==> src/sv/cbl_pkg.sv <==
// Package for the CIDR block-list matcher: request/result types, FSM states,
// table sizing constants and the prefix mask helper. No dependencies.
`default_nettype none

package cbl_pkg;

  localparam int unsigned MaxRanges = 16;
  localparam int unsigned AddrW     = 32;
  localparam int unsigned PlenW     = 6;
  localparam int unsigned IdxW      = $clog2(MaxRanges > 1 ? MaxRanges : 2);
  localparam int unsigned CntW      = $clog2(MaxRanges + 1);
  localparam int unsigned EntryW    = 2 * AddrW;

  localparam logic [PlenW-1:0] AddrBitsP = PlenW'(AddrW);

  typedef enum logic {
    OpAdd   = 1'b0,
    OpCheck = 1'b1
  } cbl_op_e;

  typedef enum logic {
    CblIdle = 1'b0,
    CblScan = 1'b1
  } cbl_state_e;

  typedef struct packed {
    cbl_op_e          op;
    logic [AddrW-1:0] addr;
    logic [PlenW-1:0] prefix_len;
  } cbl_req_t;

  typedef struct packed {
    logic blocked;
    logic full_res;
  } cbl_res_t;

  typedef struct packed {
    logic     valid;
    cbl_res_t res;
  } cbl_out_t;

  typedef struct packed {
    logic              we;
    logic [IdxW-1:0]   waddr;
    logic [EntryW-1:0] wdata;
    logic              re;
    logic [IdxW-1:0]   raddr;
  } cbl_ram_ctrl_t;

  function automatic logic [AddrW-1:0] prefix_mask(input logic [PlenW-1:0] plen);
    logic [PlenW-1:0] p;
    logic [PlenW-1:0] sh;
    p  = (plen > AddrBitsP) ? AddrBitsP : plen;
    sh = AddrBitsP - p;
    if (p == '0) begin
      return '0;
    end
    return {AddrW{1'b1}} << sh;
  endfunction

endpackage

`default_nettype wire

==> src/sv/cidr_block_list_matcher_core.sv <==
// Add: done_o is registered and rises in the cycle after the request. Check:
// done_o follows the walk of the N stored ranges and comes earlier on a hit.
// Throughput: one add per cycle while no check holds busy; a check holds busy
// for the one-read-per-cycle walk of the range RAM.
// Reset clears the range count and the sequencer; the range RAM is not cleared.
// Results appear on done_o/res_o for one cycle; the receiver cannot stall.
`default_nettype none

module cidr_block_list_matcher_core (
  input  wire logic              clk_i,
  input  wire logic              rst_ni,
  input  wire logic              start,
  output logic                   busy,
  input  wire cbl_pkg::cbl_req_t req_i,
  output logic                   done_o,
  output cbl_pkg::cbl_res_t      res_o
);

  cbl_pkg::cbl_ram_ctrl_t        ram_ctrl;
  logic [cbl_pkg::EntryW-1:0]    rdata;
  cbl_pkg::cbl_out_t             out;
  logic                          done_q;
  cbl_pkg::cbl_res_t             res_q;

  cbl_ram #(
    .Width (cbl_pkg::EntryW),
    .Depth (cbl_pkg::MaxRanges)
  ) u_ram (
    .clk_i   (clk_i),
    .we_i    (ram_ctrl.we),
    .waddr_i (ram_ctrl.waddr),
    .wdata_i (ram_ctrl.wdata),
    .re_i    (ram_ctrl.re),
    .raddr_i (ram_ctrl.raddr),
    .rdata_o (rdata)
  );

  cbl_ctrl u_ctrl (
    .clk_i   (clk_i),
    .rst_ni  (rst_ni),
    .start   (start),
    .busy    (busy),
    .req_i   (req_i),
    .ram_o   (ram_ctrl),
    .rdata_i (rdata),
    .out_o   (out)
  );

  always_ff @(posedge clk_i or negedge rst_ni) begin
    if (!rst_ni) begin
      done_q <= 1'b0;
    end else begin
      done_q <= out.valid;
    end
  end

  always_ff @(posedge clk_i) begin
    if (out.valid) begin
      res_q <= out.res;
    end
  end

  assign done_o = done_q;
  assign res_o  = res_q;

endmodule

`default_nettype wire

==> src/sv/cbl_ram.sv <==
// Generic single-write, single-read synchronous RAM with registered read data.
// Standalone; no package dependency.
`default_nettype none

module cbl_ram #(
  parameter int unsigned Width = 64,
  parameter int unsigned Depth = 16,
  localparam int unsigned AW   = $clog2(Depth > 1 ? Depth : 2)
) (
  input  wire logic             clk_i,
  input  wire logic             we_i,
  input  wire logic [AW-1:0]    waddr_i,
  input  wire logic [Width-1:0] wdata_i,
  input  wire logic             re_i,
  input  wire logic [AW-1:0]    raddr_i,
  output logic      [Width-1:0] rdata_o
);

  logic [Width-1:0] mem_q [Depth];

  always_ff @(posedge clk_i) begin
    if (we_i) begin
      mem_q[waddr_i] <= wdata_i;
    end
  end

  always_ff @(posedge clk_i) begin
    if (re_i) begin
      rdata_o <= mem_q[raddr_i];
    end
  end

endmodule

`default_nettype wire

==> src/sv/cbl_ctrl.sv <==
// Request sequencer: appends ranges, walks the range table for checks.
// Depends on cbl_pkg; drives the range RAM through cbl_ram_ctrl_t.
`default_nettype none

module cbl_ctrl (
  input  wire logic                          clk_i,
  input  wire logic                          rst_ni,
  input  wire logic                          start,
  output logic                               busy,
  input  wire cbl_pkg::cbl_req_t             req_i,
  output cbl_pkg::cbl_ram_ctrl_t             ram_o,
  input  wire logic [cbl_pkg::EntryW-1:0]    rdata_i,
  output cbl_pkg::cbl_out_t                  out_o
);

  cbl_pkg::cbl_state_e             state_q, state_d;
  logic [cbl_pkg::CntW-1:0]        count_q, count_d;
  logic [cbl_pkg::CntW-1:0]        idx_q, idx_d;
  logic                            pend_q, pend_d;
  logic [cbl_pkg::AddrW-1:0]       addr_q, addr_d;

  logic [cbl_pkg::AddrW-1:0] mask, lo, hi, rd_lo, rd_hi;
  logic                      room, hit;

  assign mask  = cbl_pkg::prefix_mask(req_i.prefix_len);
  assign lo    = req_i.addr & mask;
  assign hi    = lo | ~mask;
  assign room  = count_q < cbl_pkg::CntW'(cbl_pkg::MaxRanges);
  assign rd_lo = rdata_i[cbl_pkg::EntryW-1:cbl_pkg::AddrW];
  assign rd_hi = rdata_i[cbl_pkg::AddrW-1:0];
  assign hit   = pend_q && (addr_q >= rd_lo) && (addr_q <= rd_hi);
  assign busy  = (state_q != cbl_pkg::CblIdle);

  always_ff @(posedge clk_i or negedge rst_ni) begin
    if (!rst_ni) begin
      state_q <= cbl_pkg::CblIdle;
      count_q <= '0;
      idx_q   <= '0;
      pend_q  <= 1'b0;
    end else begin
      state_q <= state_d;
      count_q <= count_d;
      idx_q   <= idx_d;
      pend_q  <= pend_d;
    end
  end

  always_ff @(posedge clk_i) begin
    addr_q <= addr_d;
  end

  always_comb begin
    state_d   = state_q;
    count_d   = count_q;
    idx_d     = idx_q;
    pend_d    = pend_q;
    addr_d    = addr_q;
    ram_o     = '0;
    ram_o.raddr = idx_q[cbl_pkg::IdxW-1:0];
    ram_o.waddr = count_q[cbl_pkg::IdxW-1:0];
    ram_o.wdata = {lo, hi};
    out_o     = '0;
    case (state_q)
      cbl_pkg::CblIdle: begin
        if (start) begin
          if (req_i.op == cbl_pkg::OpAdd) begin
            if (room) begin
              ram_o.we = 1'b1;
              count_d  = count_q + 1'b1;
            end
            out_o.valid        = 1'b1;
            out_o.res.full_res = !room;
          end else begin
            addr_d  = req_i.addr;
            idx_d   = '0;
            pend_d  = 1'b0;
            state_d = cbl_pkg::CblScan;
          end
        end
      end
      cbl_pkg::CblScan: begin
        if (hit) begin
          out_o.valid       = 1'b1;
          out_o.res.blocked = 1'b1;
          pend_d            = 1'b0;
          state_d           = cbl_pkg::CblIdle;
        end else if (idx_q == count_q) begin
          out_o.valid = 1'b1;
          pend_d      = 1'b0;
          state_d     = cbl_pkg::CblIdle;
        end else begin
          ram_o.re = 1'b1;
          idx_d    = idx_q + 1'b1;
          pend_d   = 1'b1;
        end
      end
      default: begin
        state_d = cbl_pkg::CblIdle;
      end
    endcase
  end

  a_count_bound: assert property (@(posedge clk_i) disable iff (!rst_ni)
    count_q <= cbl_pkg::CntW'(cbl_pkg::MaxRanges))
    else $error("range count above table depth");

  a_idx_bound: assert property (@(posedge clk_i) disable iff (!rst_ni)
    idx_q <= count_q)
    else $error("scan index past stored ranges");

  a_write_idle: assert property (@(posedge clk_i) disable iff (!rst_ni)
    ram_o.we |-> (state_q == cbl_pkg::CblIdle) && room && !ram_o.re)
    else $error("range write outside an accepted add");

  a_scan_end: assert property (@(posedge clk_i) disable iff (!rst_ni)
    (state_q == cbl_pkg::CblScan) && (idx_q == count_q) |=>
      (state_q == cbl_pkg::CblIdle))
    else $error("scan did not finish at last range");

endmodule

`default_nettype wire

==> config.mk <==
export PLATFORM = sky130hd
export DESIGN_NAME = cidr_block_list_matcher_core
export DESIGN_NICKNAME = d
export VERILOG_FILES = /design/src/sv/cbl_pkg.sv /design/src/sv/cidr_block_list_matcher_core.sv /design/src/sv/cbl_ram.sv /design/src/sv/cbl_ctrl.sv
export SDC_FILE = /design/constraint.sdc
export NUM_CORES = 1
export LEC_CHECK = 0
export CORE_MARGIN = 1.5
export CORE_UTILIZATION = 63
export CTS_CLUSTER_SIZE = 40
export DETAILED_ROUTE_END_ITERATION = 10
export DONT_BUFFER_PORTS = 1
export HOLD_SLACK_MARGIN = 0.05
export PLACE_DENSITY_LB_ADDON = 0.1
export SETUP_SLACK_MARGIN = 0.05
export SYNTH_ARGS = -nofsm -noshare
export SYNTH_HDL_FRONTEND = slang
export SYNTH_SLANG_ARGS = --single-unit
==> constraint.sdc <==
create_clock -name clk_i -period 7.9 [get_ports clk_i]
set_clock_uncertainty 0.2 [all_clocks]
set_input_delay 0.79 -clock clk_i [delete_from_list [all_inputs] [get_ports clk_i]]
set_output_delay 0.79 -clock clk_i [all_outputs]
set_load 0.02 [all_outputs]
; ---- Word level (Yosys, flattened, before mapping)
; Memory sizes are Yosys's and may differ from the RTL's. A register that Yosys moved wholly into a read port is not among the register bits.
; Cells that the tools add are included.
; W data, S select, Z words.
[totals]
ramBits = 1024
input_bits = 42
n_memories = 1
word_cells = 67
regBits = 47
[classes]
bitwise_logic = 6
eq_ne = 5
n_mux = 30
n_reduce_logical = 9
shift = 1
n_addsub = 3
order_cmp = 4
[memory_table]
columns = name, depth, width, read_ports, rd_clocked_by_memory_dff, write_ports, line
row1 = u_ram.mem_q, 16, 64, 1, 1, 1, cbl_ram.sv:19  ; logic [Width-1:0] mem_q [Depth];
[ops]
columns = operator, count
row1 = $mux W32, 2
row2 = $and A32 B32 Y32, 1
row3 = $ge A32 B32 Y1, 1
row4 = $le A32 B32 Y1, 1
row5 = $not A32 Y32, 1
row6 = $or A32 B32 Y32, 1
row7 = $shl A32 B6 Y32 const A, 1
row8 = $mux W5, 4
row9 = $mux W1, 19
row10 = $add A5 B1 Y5 const B, 2
row11 = $pmux W5 S2, 1
row12 = $ne A2 B2 Y1 const B, 4
row13 = $reduce_and A4 Y1, 2
row14 = $gt A6 B6 Y1 const B, 1
row15 = $logic_not A6 Y1, 1
row16 = $mux W6, 1
row17 = $pmux W1 S2, 3
row18 = $sub A6 B6 Y6 const A, 1
row19 = $eq A5 B5 Y1, 1
row20 = $lt A5 B5 Y1 const B, 1
row21 = $not A1 Y1, 3
row22 = $reduce_and A3 Y1, 1
row23 = $reduce_or A3 Y1, 1
row24 = $logic_and A1 B1 Y1, 2
row25 = other kinds (2), 2

; ---- Longest topological paths before layout
[depth]
ltp_word = 7
depth_mapped = 11
depth_no_buf = 10

; ---- Hierarchy
; A second synthesis with hierarchy kept.
[hier_totals]
hier_cells = 2111
area_unflattened_um2 = 44435.1
[by_module_without_submodules]
columns = mod, cells_each, area_per_inst_um2, instances
row1 = cbl_ram, 1647, 40222.3, 1
row2 = cbl_ctrl, 461, 4127.7, 1
row3 = cidr_block_list_matcher_core, 3, 85.1, 1

; ---- Least setup slack after synthesis
; OpenSTA, ideal clock, no wires.
[synth_path]
path_type = input to register
start = input port start
end = memory u_ram.mem_q[3][0], enable pin
stages = 4
setup_ns = 0.578
arrival_ns = 6.356
path_buffers = 0
setup_slack_ns = 0.766
cell_sequence = nor2b_1 nor3b_1 and2_1 nor3b_1
[synth_via]
elab_chain_len = 4
[synth_lines]
columns = item, line
row1 = from (decl), cidr_block_list_matcher_core.sv:12  ; input wire logic start,
row2 = $mux W1, cbl_ctrl.sv:65  ; if (start) begin
row3 = $mux W1, cbl_ctrl.sv:63  ; case (state_q)
row4 = $mux W1, cbl_ram.sv:22  ; if (we_i) begin
row5 = $mux W1 (not written as such), cbl_ram.sv:23  ; mem_q[waddr_i] <= wdata_i;
row6 = to (decl), cbl_ram.sv:19
; No other way between the ends.

; ---- Worst setup path after layout
[layout_path]
start = register u_ctrl.idx_q[2] (netlist name)
end = register u_ram.rdata_o[56] (read register of u_ram.mem_q) (data pin)
[layout_via]
elab_chain_len = 4
[layout_lines]
columns = item, line
row1 = from (decl), cbl_ctrl.sv:18  ; logic [cbl_pkg::CntW-1:0] idx_q, idx_d;
row2 = from (signal assigned), cbl_ctrl.sv:43  ; idx_q <= idx_d;
row3 = $eq A5 B5 Y1, cbl_ctrl.sv:87  ; end else if (idx_q == count_q) begin
row4 = $mux W1, cbl_ctrl.sv:87
row5 = $mux W1, cbl_ctrl.sv:82  ; if (hit) begin
row6 = $mux W1, cbl_ctrl.sv:63
row7 = to (decl), cbl_ram.sv:16  ; output logic [Width-1:0] rdata_o
; Parallel ways exist; a longest one is shown, timed or not.
; A chain may end at the register's enable or synchronous reset.

==> reports/qor.csv <==
metric;value;unit
IO buf count;0;
CP max FO;56;
Ys Warns;0;
setup violators final;0;
Pleak;16.7;nW
Site Rows;98;
DIE WIDTH;271;um
Slew Limit Headroom;4.63;%
Critical Path RT;8.06;ns
Max clock buf depth;3;
layout net count;2629;
Reg2Reg Setup Slack;3.46;ns
WP data arrival;4.59;ns
hold depth;2;
fmax;0.225;GHz
Post-synth top cells;edfxtp_1 (1122), mux2i_1 (192), o21ai_0 (148);
initial antenna violation count;5;
#FFs+latches synth;1135;
Clock power frac;29.3;%
Worst-path clk slew;0.06;ns
FF-to-FF End;u_ram.rdata_o[56]$_DFFE_PP_;
DR WL/cell;30.3;um
Post-route DRC;0;
drt first-iter violations;2885;
Max Cap Viol;0;
Vias;23500;
total clock sinks;1135;
root buffer cell;clkbuf_16;
Final TNS setup;0;ns
Post-synth EDFFs;1122;
remaining global-route overflow;0;
Die Y;271;um
RSZ-0062 raised after global routing;false;
Final ANT Viol Nets;0;
count of cell types in the netlist;57;
insertion delay to the later sink of the worst-skew pair;0.66;ns
CTS Buf Count;110;
Post-Route WL;108000;um
maximum vdd drop;282;uV
fill count;4450;
Mapped Area;0.0452;mm2
Tmin final;4.44;ns
Multi-input gate area;0.0105;mm2
Final Cycle Share;56.2;%
cell count after synthesis;2453;
worst hold path class;primary input to register;
crit end category;register;
Pwr Density;338;mW/mm2
post-CTS sizing;0;
worst setup margin;3.46;ns
Post-DP HPWL;56900;um
share of cells above drive strength 1;15.8;%
startpoint types;register;
slew at the pin closest to its max-slew limit;1.42;ns
Flop pwr share;45.1;%
Net Count, Synth;2568;
CTS tree;yes;
Post-Synth Adder-Cell Area;2.02;%
Hold Vio Cnt, Final;0;
synth top area cells;edfxtp_1 (75%), mux4_2 (6.4%), mux2i_1 (4.3%);
post-synthesis compound-gate area fraction;5.67;%
Reg area;0.0340;mm2
Pre-Repair DR Iteration Count;8;
Synth Area per Inst;18.4;um2
Sw Pwr;5.13;mW
Ports;46;
fraction of registers with async set/reset;1.15;%
Post-Synth Simple-Gate Area;2.83;%
combinational power share;25.6;%
reg-to-reg startpoint;u_ctrl.idx_q[2]$_DFFE_PN0P_;
ys flop type;edfxtp_1;
Synth Area in XOR/XNOR;0.174;%
Total GRT Usage;29.7;%
min-delay src;req_i[38];
area leader, netlist;edfxtp_1;
status;finished clean;
top-area cell type share of the netlist area;74.5;%
core area;0.0712;mm2
CTS HTree Levels;3;
kind of critical path;register to register;
mux share of post-synthesis cell area;12.3;%
main combinational cell family by area after synthesis;multiplexers;
Via density;6.60;
sequential element share of the synthesized area;75.3;%
max-slew violation count;0;
largest net degree at the start of global routing;118;
switching power share of the total;30.4;%
Die ar.;0.0734;mm2
worst slack, placed;3.39;ns
first-pass GRT wire length;156000;um
Min-Delay Endpoint;u_ctrl.pend_q$_DFFE_PN0P_;
number of global-route vias before repair;23400;
P&R area growth vs syn;10.6;%
Reg2Reg Depth;6;
P_int;11.8;mW
Final GP Congestion;0.854;
WHS;0.160;ns
top-count cell post-synth;edfxtp_1;
effective utilization at floorplan;63.4;%
==> timing repair <==
item	CTS	global route
hold endpoints to repair	45	0
hold buffers	33	0
buffers inserted	0	0
==> metrics by stage <==
stage               utilization [%]  area [um2]  cells  total power, mW
floorplan                         -       45200   2453             10.7
global placement               65.0       46300   3319             11.9
detailed placement             65.0       46300   3319             12.0
CTS                            70.1       50000   3550             16.9
global route                   70.1       50000   3551             17.5
finish                         70.1       50000   3555             16.9
==> power by group through the flow <==
| stage | clock network, mW | registers, mW | logic (mW) |
|---|---|---|---|
| detailed placement | 0 | 7.74 | 4.27 |
| global route | 5.21 | 7.66 | 4.67 |
| global placement | 0 | 7.72 | 4.19 |
| floorplan | 0 | 7.47 | 3.21 |
| finish | 4.95 | 7.62 | 4.32 |
| CTS | 4.99 | 7.61 | 4.32 |
==> routing by layer <==
| layer | up-vias | routed length [um] | global-route usage, % |
|---|---|---|---|
| li1 | 9997 | - | - |
| met1 | 12100 | 43300 | 43.4 |
| met2 | 1197 | 51500 | 46.4 |
| met3 | 167 | 10500 | 5.88 |
| met4 | 0 | 2390 | 8.14 |
| met5 | - | 0 | 0 |
==> sequential cells by signal, summed over array words and instances, names as in the netlist <==
name / flops
done_o: 1
res_o: 2
u_ctrl.addr_q: 32
u_ctrl.busy: 1
u_ctrl.count_q: 5
u_ctrl.idx_q: 5
u_ctrl.pend_q: 1
u_ram.mem_q: 1024
u_ram.rdata_o: 64
==> cell usage in the layout, fill, tap and decap left out, types with 9 or more instances in the layout <==
master         instances
nor2_1                20
o21ai_0              148
nor2b_1               11
clkbuf_1              27
nand2b_1              25
clkbuf_16            110
nand4_1                9
dfrtp_1                9
nand3_1               13
a21oi_1               97
and2_1                15
edfxtp_1            1122
a221oi_1              64
a22oi_1               64
mux2i_1              192
clkinv_1              25
or3_1                  9
dlygate4sd3_1         33
inv_1                 78
ha_1                  73
mux2_2                65
buf_4                 26
clkinv_2              25
nand2_1               95
mux4_2               128
==> cells by family (layout without fill, tap and decap cells) <==
family | count (synthesis) | in the layout
other | 0 | 5
XOR/XNOR | 9 | 9
AND/OR/NAND/NOR | 250 | 250
buffers and inverters | 195 | 342
flip-flops | 1135 | 1135
multiplexers | 385 | 385
AO/OA/AOI/OAI | 406 | 406
adder cells (fa/ha/maj) | 73 | 73
==> worst max path at each step <==
stage,from,endpoint,slack [ns],depth (start not counted)
after floorplan,start,u_ram.mem_q[3][0]$_DFFE_PP_,0.77,4
after global placement,req_i[0],u_ram.mem_q[10][27]$_DFFE_PP_,3.65,9
after detailed placement,req_i[0],u_ram.mem_q[3][37]$_DFFE_PP_,3.39,9
after CTS,u_ctrl.idx_q[2]$_DFFE_PN0P_,u_ram.rdata_o[56]$_DFFE_PP_,3.53,6
after global routing,u_ctrl.idx_q[2]$_DFFE_PN0P_,u_ram.rdata_o[56]$_DFFE_PP_,3.43,6
final,u_ctrl.idx_q[2]$_DFFE_PN0P_,u_ram.rdata_o[56]$_DFFE_PP_,3.46,6
==> layout make-up <==
| class | count | area share, % |
|---|---|---|
| multi-input cells | 1123 | 20.9 |
| clock buffers | 137 | 5.71 |
| repair buffers | 64 | 1.25 |
| clock inverters | 61 | 0.994 |
| flip-flops and latches | 1135 | 68.1 |
| well taps | 950 | 2.38 |
| inverters | 80 | 0.603 |
| diodes | 5 | 0.0250 |
==> worst max-delay path, stage by stage, from the launching register on <==
cell and delay, ns:
dfrtp_4 0.90, buf_4 0.59, and2_4 0.96, buf_4 0.67
a221oi_1 0.22, o21ai_0 0.27, nand2_1 0.23
Note: power is estimated with default switching activity, not from simulation.
